<file path="src/ippf_pkg.sv">
// Shared types and constants for the IPv4 packet filter with pattern count.
package ippf_pkg;

   localparam int PATTERN_W       = 64;
   localparam int PATTERN_BYTES   = PATTERN_W / 8;
   localparam int LEN_CLAMP_W     = 5;
   localparam int OFFSET_W        = 16;
   localparam int COUNT_W         = 16;
   localparam int PSTART_W        = 7;
   localparam int IHB_W           = 6;

   localparam logic [7:0]          PROTO_TCP      = 8'd6;
   localparam logic [7:0]          PROTO_UDP      = 8'd17;
   localparam logic [PSTART_W-1:0] UDP_HDR_BYTES  = 7'd8;
   localparam logic [IHB_W-1:0]    MIN_HDR_BYTES  = 6'd20;
   localparam logic [OFFSET_W-1:0] OFS_PROTOCOL   = 16'd9;
   localparam logic [OFFSET_W-1:0] OFS_SRC_FIRST  = 16'd12;
   localparam logic [OFFSET_W-1:0] OFS_SRC_LAST   = 16'd15;
   localparam logic [OFFSET_W-1:0] OFS_TRANSPORT  = 16'd20;
   localparam logic [OFFSET_W-1:0] OFS_TCP_DOFF   = 16'd12;
   localparam logic [OFFSET_W-1:0] OFFSET_MAX     = 16'hFFFF;
   localparam logic [COUNT_W-1:0]  COUNT_MAX      = 16'hFFFF;

   typedef enum logic [1:0] {
      CSR_MATCH_ADDRESS = 2'd0,
      CSR_MATCH_PORT    = 2'd1,
      CSR_PATTERN_BYTES = 2'd2,
      CSR_PATTERN_LEN   = 2'd3
   } csr_index_type;

   typedef enum logic [2:0] {
      VERDICT_SELECTED      = 3'd0,
      VERDICT_ADDR_MISMATCH = 3'd1,
      VERDICT_PROTO_PORT    = 3'd2,
      VERDICT_PATTERN_ABSENT = 3'd3,
      VERDICT_TRUNCATED     = 3'd4
   } verdict_type;

   typedef struct packed {
      logic [7:0] pkt_byte;
      logic       end_of_packet;
   } req_type;

   typedef struct packed {
      verdict_type        verdict;
      logic [COUNT_W-1:0] appearances;
   } rsp_type;

endpackage

</file>
<file path="src/ip_packet_filter_pattern_count_unit.sv">
// IPv4 packet filter: header parse, address/port select and payload pattern count.
//
// Usage:
//   req_ carries one packet byte per beat with an end-of-packet flag, header first.
//   rsp_ carries one beat per packet: a verdict and the payload pattern count,
//   presented the cycle after the final byte of the packet is accepted.
//   csr_ writes the match address, match port, pattern bytes and pattern length;
//   write only while no packet is in flight and no result is pending.
// Throughput: one byte per cycle while req_ready is high. Each beat is parsed
// in the cycle it is accepted; a payload beat is also shifted into the window
// and compared in that cycle; the result register holds the verdict.
// Stall: while a result waits and rsp_ready is low, req_ready drops; one result
// register decouples the sides, so bytes keep flowing whenever the slot drains.
// Reset: synchronous, active high; registers return to address 0, port 0,
// pattern 0, length 1; packet state clears and no result is pending.
// After each final byte the packet state clears; the registers keep their values.
module ip_packet_filter_pattern_count_unit #(
   parameter int MAX_PATTERN = 8
) (
   input  logic                            clock,
   input  logic                            reset,
   input  logic                            req_valid,
   output logic                            req_ready,
   input  ippf_pkg::req_type               req_data,
   output logic                            rsp_valid,
   input  logic                            rsp_ready,
   output ippf_pkg::rsp_type               rsp_data,
   input  logic                            csr_write_en,
   input  logic [1:0]                      csr_index,
   input  logic [ippf_pkg::PATTERN_W-1:0]  csr_wdata
);
   import ippf_pkg::*;

   localparam int SEEN_W = $clog2(MAX_PATTERN + 1);
   localparam logic [SEEN_W-1:0]      SEEN_MAX  = SEEN_W'(MAX_PATTERN);
   localparam logic [LEN_CLAMP_W-1:0] LEN_LIMIT = LEN_CLAMP_W'(MAX_PATTERN);

   logic [31:0]               match_address_ff;
   logic [15:0]               match_port_ff;
   logic [PATTERN_W-1:0]      pattern_ff;
   logic [3:0]                pattern_len_ff;

   logic [OFFSET_W-1:0]       byte_offset_ff, byte_offset_in;
   logic [IHB_W-1:0]          ihb_ff, ihb_in;
   logic [7:0]                proto_ff, proto_in;
   logic [31:0]               src_addr_ff, src_addr_in;
   logic [15:0]               src_port_ff, src_port_in;
   logic [PSTART_W-1:0]       pstart_ff, pstart_in;
   logic [MAX_PATTERN-1:0][7:0] recent_ff, recent_in;
   logic [SEEN_W-1:0]         seen_ff, seen_in;
   logic [COUNT_W-1:0]        count_ff, count_in;
   logic                      rsp_valid_ff, rsp_valid_in;
   rsp_type                   rsp_data_ff, rsp_data_in;

   logic                      accept;
   logic [IHB_W-1:0]          ihb_cur;
   logic [7:0]                proto_cur;
   logic [31:0]               src_addr_cur;
   logic [15:0]               src_port_cur;
   logic [PSTART_W-1:0]       pstart_cur;
   logic [MAX_PATTERN-1:0][7:0] window_new;
   logic [SEEN_W-1:0]         seen_new;
   logic [SEEN_W-1:0]         len_eff;
   logic [COUNT_W-1:0]        count_cur;
   logic                      take;
   logic                      hit;
   verdict_type               verdict;

   assign req_ready = !rsp_valid_ff || rsp_ready;
   assign accept    = req_valid && req_ready;
   assign rsp_valid = rsp_valid_ff;
   assign rsp_data  = rsp_data_ff;

   always_comb begin
      logic [LEN_CLAMP_W-1:0] len_w;
      len_w = LEN_CLAMP_W'(pattern_len_ff);
      if (len_w == '0) begin
         len_eff = SEEN_W'(1);
      end else if (len_w > LEN_LIMIT) begin
         len_eff = SEEN_MAX;
      end else begin
         len_eff = len_w[SEEN_W-1:0];
      end
   end

   always_comb begin
      logic [7:0]          b;
      logic [OFFSET_W-1:0] o;
      logic [OFFSET_W-1:0] ihb_ext;
      logic [IHB_W-1:0]    th;
      b = req_data.pkt_byte;
      o = byte_offset_ff;

      ihb_cur = ihb_ff;
      if (o == '0) begin
         ihb_cur = {b[3:0], 2'b00};
         if (ihb_cur < MIN_HDR_BYTES) begin
            ihb_cur = MIN_HDR_BYTES;
         end
      end
      ihb_ext = OFFSET_W'(ihb_cur);

      proto_cur  = proto_ff;
      pstart_cur = pstart_ff;
      if (o == OFS_PROTOCOL) begin
         proto_cur = b;
         if (b == PROTO_UDP) begin
            pstart_cur = PSTART_W'(ihb_cur) + UDP_HDR_BYTES;
         end
      end

      src_addr_cur = src_addr_ff;
      if (o >= OFS_SRC_FIRST && o <= OFS_SRC_LAST) begin
         src_addr_cur = {src_addr_ff[23:0], b};
      end

      src_port_cur = src_port_ff;
      th = {b[7:4], 2'b00};
      if (th < MIN_HDR_BYTES) begin
         th = MIN_HDR_BYTES;
      end
      if (o >= OFS_TRANSPORT) begin
         if (o == ihb_ext || o == ihb_ext + OFFSET_W'(1)) begin
            src_port_cur = {src_port_ff[7:0], b};
         end
         if (proto_cur == PROTO_TCP && o == ihb_ext + OFS_TCP_DOFF) begin
            pstart_cur = PSTART_W'(ihb_cur) + PSTART_W'(th);
         end
      end

      take = (pstart_cur != '0) && (o >= OFFSET_W'(pstart_cur));

      window_new[0] = b;
      for (int k = 1; k < MAX_PATTERN; k++) begin
         window_new[k] = recent_ff[k-1];
      end
      seen_new = (seen_ff < SEEN_MAX) ? seen_ff + SEEN_W'(1) : seen_ff;
   end

   ippf_match #(
      .MAX_PATTERN (MAX_PATTERN),
      .SEEN_W      (SEEN_W)
   ) u_match (
      .window  (window_new),
      .seen    (seen_new),
      .pat_len (len_eff),
      .pattern (pattern_ff),
      .hit     (hit)
   );

   always_comb begin
      logic [OFFSET_W:0] pkt_len;
      count_cur = count_ff;
      if (take && hit && count_ff != COUNT_MAX) begin
         count_cur = count_ff + COUNT_W'(1);
      end

      pkt_len = {1'b0, byte_offset_ff} + (OFFSET_W+1)'(1);
      if (pkt_len < (OFFSET_W+1)'(MIN_HDR_BYTES)) begin
         verdict = VERDICT_TRUNCATED;
      end else if (src_addr_cur != match_address_ff) begin
         verdict = VERDICT_ADDR_MISMATCH;
      end else if (proto_cur != PROTO_TCP && proto_cur != PROTO_UDP) begin
         verdict = VERDICT_PROTO_PORT;
      end else if (pstart_cur == '0 || pkt_len < (OFFSET_W+1)'(pstart_cur)) begin
         verdict = VERDICT_TRUNCATED;
      end else if (src_port_cur != match_port_ff) begin
         verdict = VERDICT_PROTO_PORT;
      end else if (count_cur == '0) begin
         verdict = VERDICT_PATTERN_ABSENT;
      end else begin
         verdict = VERDICT_SELECTED;
      end
   end

   always_comb begin
      byte_offset_in = byte_offset_ff;
      ihb_in         = ihb_ff;
      proto_in       = proto_ff;
      src_addr_in    = src_addr_ff;
      src_port_in    = src_port_ff;
      pstart_in      = pstart_ff;
      recent_in      = recent_ff;
      seen_in        = seen_ff;
      count_in       = count_ff;
      rsp_valid_in   = rsp_valid_ff && !rsp_ready;
      rsp_data_in    = rsp_data_ff;
      if (accept) begin
         if (take) begin
            recent_in = window_new;
         end
         if (req_data.end_of_packet) begin
            byte_offset_in = '0;
            ihb_in         = '0;
            proto_in       = '0;
            src_addr_in    = '0;
            src_port_in    = '0;
            pstart_in      = '0;
            seen_in        = '0;
            count_in       = '0;
            rsp_valid_in   = 1'b1;
            rsp_data_in.verdict     = verdict;
            rsp_data_in.appearances = (verdict == VERDICT_SELECTED) ? count_cur : '0;
         end else begin
            byte_offset_in = (byte_offset_ff != OFFSET_MAX) ?
                             byte_offset_ff + OFFSET_W'(1) : byte_offset_ff;
            ihb_in         = ihb_cur;
            proto_in       = proto_cur;
            src_addr_in    = src_addr_cur;
            src_port_in    = src_port_cur;
            pstart_in      = pstart_cur;
            seen_in        = take ? seen_new : seen_ff;
            count_in       = count_cur;
         end
      end
   end

   always_ff @(posedge clock) begin
      if (reset) begin
         match_address_ff <= '0;
         match_port_ff    <= '0;
         pattern_ff       <= '0;
         pattern_len_ff   <= 4'd1;
      end else if (csr_write_en) begin
         case (csr_index)
            CSR_MATCH_ADDRESS: match_address_ff <= csr_wdata[31:0];
            CSR_MATCH_PORT:    match_port_ff    <= csr_wdata[15:0];
            CSR_PATTERN_BYTES: pattern_ff       <= csr_wdata;
            CSR_PATTERN_LEN:   pattern_len_ff   <= csr_wdata[3:0];
            default: begin
            end
         endcase
      end
   end

   always_ff @(posedge clock) begin
      if (reset) begin
         byte_offset_ff <= '0;
         ihb_ff         <= '0;
         proto_ff       <= '0;
         src_addr_ff    <= '0;
         src_port_ff    <= '0;
         pstart_ff      <= '0;
         seen_ff        <= '0;
         count_ff       <= '0;
         rsp_valid_ff   <= 1'b0;
      end else begin
         byte_offset_ff <= byte_offset_in;
         ihb_ff         <= ihb_in;
         proto_ff       <= proto_in;
         src_addr_ff    <= src_addr_in;
         src_port_ff    <= src_port_in;
         pstart_ff      <= pstart_in;
         seen_ff        <= seen_in;
         count_ff       <= count_in;
         rsp_valid_ff   <= rsp_valid_in;
      end
   end

   always_ff @(posedge clock) begin
      recent_ff   <= recent_in;
      rsp_data_ff <= rsp_data_in;
   end

   a_count_only_when_selected: assert property (@(posedge clock) disable iff (reset)
      rsp_valid_ff |-> ((rsp_data_ff.verdict == VERDICT_SELECTED) ==
                        (rsp_data_ff.appearances != '0)))
      else $error("appearances disagree with verdict");

   a_final_beat_clears: assert property (@(posedge clock) disable iff (reset)
      (accept && req_data.end_of_packet) |=> (byte_offset_ff == '0 && seen_ff == '0
                                              && count_ff == '0 && pstart_ff == '0))
      else $error("packet state not cleared after final beat");

   a_final_beat_gives_result: assert property (@(posedge clock) disable iff (reset)
      (accept && req_data.end_of_packet) |=> rsp_valid_ff)
      else $error("final beat produced no result");

   a_seen_bounded: assert property (@(posedge clock) disable iff (reset)
      seen_ff <= SEEN_MAX)
      else $error("payload byte tally beyond window");

   a_stall_only_on_full_slot: assert property (@(posedge clock) disable iff (reset)
      !req_ready |-> (rsp_valid_ff && !rsp_ready))
      else $error("input stalled without a pending result");

endmodule

</file>
<file path="src/ippf_match.sv">
// Pattern compare over the window of most recent payload bytes.
module ippf_match #(
   parameter int MAX_PATTERN = 8,
   parameter int SEEN_W      = $clog2(MAX_PATTERN + 1)
) (
   input  logic [MAX_PATTERN-1:0][7:0]      window,
   input  logic [SEEN_W-1:0]                seen,
   input  logic [SEEN_W-1:0]                pat_len,
   input  logic [ippf_pkg::PATTERN_W-1:0]   pattern,
   output logic                             hit
);
   import ippf_pkg::*;

   localparam int IDX_W = (MAX_PATTERN > 1) ? $clog2(MAX_PATTERN) : 1;
   localparam int EXT_W = 8 * MAX_PATTERN + PATTERN_W;

   logic [EXT_W-1:0] pat_ext;

   assign pat_ext = {{(8 * MAX_PATTERN){1'b0}}, pattern};

   always_comb begin
      logic              all_eq;
      logic [SEEN_W-1:0] pos;
      all_eq = 1'b1;
      for (int j = 0; j < MAX_PATTERN; j++) begin
         pos = pat_len - SEEN_W'(j) - SEEN_W'(1);
         if (SEEN_W'(j) < pat_len) begin
            if (pat_ext[8*j +: 8] != window[pos[IDX_W-1:0]]) begin
               all_eq = 1'b0;
            end
         end
      end
      hit = all_eq && (seen >= pat_len);
   end

endmodule

</file>
<file path="config.mk">
export PLATFORM = sky130hd
export DESIGN_NAME = ip_packet_filter_pattern_count_unit
export DESIGN_NICKNAME = d
export VERILOG_FILES = /design/src/ippf_pkg.sv /design/src/ip_packet_filter_pattern_count_unit.sv /design/src/ippf_match.sv
export SDC_FILE = /design/constraint.sdc
export NUM_CORES = 1
export LEC_CHECK = 0
export BUFFER_PORTS_ARGS = -buffer_cell sky130_fd_sc_hd__buf_2
export CORE_MARGIN = 3
export CORE_UTILIZATION = 40
export DETAILED_ROUTE_END_ITERATION = 6
export GPL_TIMING_DRIVEN = 0
export PLACE_DENSITY = 0.54
export SYNTH_ARGS = -nofsm -noshare
export SYNTH_HDL_FRONTEND = slang
export SYNTH_HIERARCHICAL = 1
export SYNTH_SLANG_ARGS = --single-unit
export TNS_END_PERCENT = 100
</file>
<file path="constraint.sdc">
create_clock -name clock -period 21.4 [get_ports clock]
set_clock_uncertainty 0.05 [all_clocks]
set_input_delay 4.28 -clock clock [delete_from_list [all_inputs] [get_ports clock]]
set_output_delay 4.28 -clock clock [all_outputs]
set_load 0.01 [all_outputs]
</file>
==> impl_results.rst <==
.. list-table::
   :header-rows: 1

   * - Metric
     - Value
   * - Half-perimeter wire length of the detailed placement result
     - about 50000 µm
   * - Setup-failing EPs final
     - 0
   * - Core footprint
     - between 0.04 and 0.05 mm²
   * - Area enclosed by the die boundary
     - about 0.049 mm²
   * - Number of placed instances, taps included
     - approximately 2.8k
   * - Complex-gate fraction of the synthesized area
     - 0.157
   * - Cell Pwr Density
     - 65.0 mW/mm²
   * - Post-synth top area cell
     - dfxtp_1
   * - Nature of the critical path startpoint
     - input port
   * - Flip-flop and latch count after synthesis
     - between 200 and 300
   * - Final WS setup
     - 9.69 ns
   * - # rows
     - a little under 80
   * - Sequential element share of the synthesized area
     - 0.360
   * - Fraction of layout cells with a size suffix above 1
     - 0.127
   * - Xor-xnor portion of the synthesized cell area
     - 0.0970
   * - Leading post-synthesis cells by instance count
     - 297 x nand2_1, 222 x dfxtp_1, 175 x a21oi_1, 175 x nor2_1, 132 x xnor2_1
   * - Setup repair after global routing missed its margin
     - no
   * - Hold bufs inserted after CTS
     - 0
   * - Multiplexer area fraction after synthesis
     - 0.137
   * - Critical path class
     - input port to flip-flop
   * - CTS buffer count
     - 36
   * - Worst min-delay path class
     - flip-flop to flip-flop
   * - Vertical die dimension
     - 222 µm
   * - Remaining antenna violation count
     - 0
   * - Die width
     - about 220 µm
   * - Largest net degree at the start of global routing
     - 30
   * - Fraction of power spent switching nets
     - 0.272
   * - Number of buffers on the longest clock path
     - 3
   * - Register-to-register setup slack
     - 13.00 ns
   * - Distinct cell type count of the synthesized netlist
     - between 90 and 100
   * - Number of hold-slack violations in the final timing report
     - 0
   * - Top post-synthesis cells by area
     - dfxtp_1 24%, edfxtp_1 12%, xnor2_1 6.2%
   * - Count of vias placed by the detailed router
     - 16.8k
   * - Slew margin rel.
     - 0.0744
   * - Mapped Nets
     - roughly 2.2k
   * - H-tree depth
     - 2
   * - Most common cell in the netlist
     - nand2_1
   * - Internal power consumption
     - slightly below 1000 µW
   * - Period utilization
     - 0.547
   * - Outcome
     - complete, no violations
   * - Buffer count from post-CTS setup fixing
     - 0
   * - Post-synthesis adder-cell area fraction
     - 0.0219
   * - Remaining design rule violation count
     - 0
   * - Post-synth top flop
     - dfxtp_1
   * - Number of cells upsized or downsized after cts
     - 0
   * - Net switching component of the power
     - approximately 370 µW
   * - Max-slew violation total from the final report
     - 0
   * - Global-route wire length before repair
     - between 90000 and 100000 µm
   * - CTS sink count
     - 297
   * - Sequential share of power
     - 0.434
   * - Wirelength, routed
     - between 60000 and 70000 µm
   * - Ports placed on the boundary
     - ~100
   * - Initial antenna violation count
     - 1
   * - Shortest period the worst path allows
     - about 12 ns
   * - Clock Pin Slew Worst Setup and Hold Paths
     - approximately 0.06 ns
   * - Port Buffer Count
     - 97
   * - Comb pwr share
     - 0.125
   * - Gp weighted congestion
     - ~1
   * - Instance count of the mapped netlist
     - a little over 2k
   * - Transition at the pin with the smallest max-transition slack
     - between 1 and 1.5 ns
   * - F_max
     - between 0.08 and 0.09 GHz
   * - Cell at the root of the clock tree
     - clkbuf_16
   * - Leakage power summed over all cells
     - roughly 0.0074 µW
   * - Total Routing Usage GR
     - 0.259
   * - CTS tree
     - built
   * - Post-synthesis share of cell area spent on and, or, nand and nor gates
     - 0.184
   * - Required time at the endpoint of the critical path
     - approximately 22 ns
   * - Layout area overhead
     - 13.0%
   * - Peak fanout along the critical path
     - 29
   * - Vias per cell
     - around 6
   * - Detailed-route wire length per cell
     - 23.2 µm
   * - Final #Nets
     - roughly 2.3k
   * - Yosys warning count
     - 6
   * - Post-synth top area share
     - 0.239
   * - Post-Syn Area per Cell
     - between 8 and 9 µm²
   * - Starting utilization of the core area
     - 0.407
   * - Setup_tns
     - 0 ns
   * - GRT Residual Overflow
     - 0
   * - Worst vdd ir
     - approximately 52 µV
   * - Nature of the critical path endpoint
     - flip-flop
   * - Area of the mapped netlist
     - ~0.019 mm²
   * - Number of flops mapped to enable cells by yosys
     - 75
   * - Largest family of logic cells by synthesized area
     - simple AND/OR/NAND/NOR gates
   * - Post-layout instance count excluding filler cells
     - approximately 2.8k
   * - Worst setup timing slack at the placement stage
     - ~9.3 ns
   * - Length of the first detailed-routing pass in iterations
     - 5
   * - Vias in the first global route
     - 16.0k
   * - Clock power share
     - 0.442
   * - Proportion of synthesized flip-flops having asynchronous set or reset
     - 0
   * - Data arrival time of the critical path
     - 11.90 ns
   * - Latest clock arrival within the worst-skew pair
     - ~0.56 ns
   * - Iteration-0 DRC Markers
     - ~1.5k
   * - # diodes
     - 0
   * - Total of fill cells in the finished design
     - roughly 4.5k
   * - Maxcap violations
     - 0
power by group through the flow:
stage          logic, µW  clock network [µW]  registers (µW)
3_5_place_dp         168                   0             604
3_3_place_gp         167                   0             604
4_1_cts              169                 618             592
6_report             170                 603             592
5_1_grt              183                 639             593
2_1_floorplan        109                   0             602
cell usage in the layout (no fill, tap or decap), types with 9 or more instances in the layout:
master,instances
nand2_1,297
dfxtp_1,222
a21oi_1,175
nor2_1,174
xnor2_1,132
buf_2,115
clkbuf_1,110
mux2i_1,87
edfxtp_1,75
xor2_1,74
a22oi_1,69
o21ai_0,53
mux4_2,51
nand3_1,43
inv_1,42
nand4_1,37
clkbuf_16,36
ha_1,31
nor4_1,26
nor3_1,22
o22ai_1,19
or3_1,17
mux2_2,17
nor2b_1,16
nand2b_1,16
buf_1,14
and3_1,14
a31oi_1,13
mux4_1,13
a211oi_1,10
or2_2,9
or4_1,9
a221oi_1,9
clkbuf_8,9
worst paths after layout:
path / endpoint / startpoint / depth (start not counted)
max: recent_ff[54] / req_data[2] / 22
min: pattern_ff[43] / pattern_ff[43] / 2
max reg2reg: recent_ff[54] / byte_offset_ff[10] / 22
min reg2reg: pattern_ff[43] / pattern_ff[43] / 2
per-layer routing:
metal | part of all wire | vias up | GRT usage
met4 | 0.055 | 0 | 0.130
met5 | 0 | - | 0
li1 | - | 7818 | -
met2 | 0.46 | 627 | 0.421
met1 | 0.43 | 8199 | 0.343
met3 | 0.052 | 166 | 0.0291
flip-flops by register name, indices dropped and copies added (netlist names), 16 cells and up:
| register | count |
|---|---|
| pattern_ff | 64 |
| recent_ff | 56 |
| match_address_ff | 32 |
| src_addr_ff | 32 |
| rsp_data | 19 |
| byte_offset_ff | 16 |
| count_ff | 16 |
| match_port_ff | 16 |
| src_port_ff | 16 |
worst max-delay path: stages:
cell	delay [ns]
buf_2	0.17
clkbuf_1	0.79
o21ai_0	0.25
or3_1	0.43
nand2_1	0.32
inv_1	0.19
ha_1	0.22
clkbuf_1	0.21
o21ai_0	0.28
nand4_1	0.16
nor4_1	0.47
nand4b_1	0.34
nor3_2	0.54
o21ai_0	0.47
ha_1	0.43
nand4_1	0.10
nor2_1	0.22
a21bo_2	0.27
a2111oi_2	0.35
o21ai_1	0.30
nor2_4	0.79
buf_12	0.28
layout make-up:
| cell class | count | area, µm² | share of cell area |
|---|---|---|---|
| flip-flops and latches | 297 | 6700 | 0.319 |
| plain buffers | 145 | 629 | 0.0299 |
| multi-input cells | 1585 | 11100 | 0.529 |
| clock buffers | 48 | 1020 | 0.0483 |
| well taps | 600 | 751 | 0.0357 |
| clock inverters | 16 | 140 | 0.00667 |
| inverters | 43 | 161 | 0.00768 |
| repair buffers | 98 | 505 | 0.0240 |
per-stage QoR:
step | area, µm² | hold slack [ns] | utilization | total power (µW)
floorplan | 18600 | 0.386 | - | 710
global placement | 19800 | 0.410 | 0.434 | 772
global route | 21000 | 0.437 | 0.460 | 1410
finish | 21000 | 0.418 | 0.460 | 1370
CTS | 21000 | 0.420 | 0.460 | 1380
detailed placement | 19900 | 0.412 | 0.435 | 773
kinds of logic after synthesis:
| logic type | count (synthesis) |
|---|---|
| XOR/XNOR | 206 |
| buffers and inverters | 188 |
| adder cells (fa/ha/maj) | 32 |
| flip-flops | 297 |
| AND/OR/NAND/NOR | 727 |
| AO/OA/AOI/OAI | 452 |
| multiplexers | 168 |
Power figures use the tool's default switching activity.
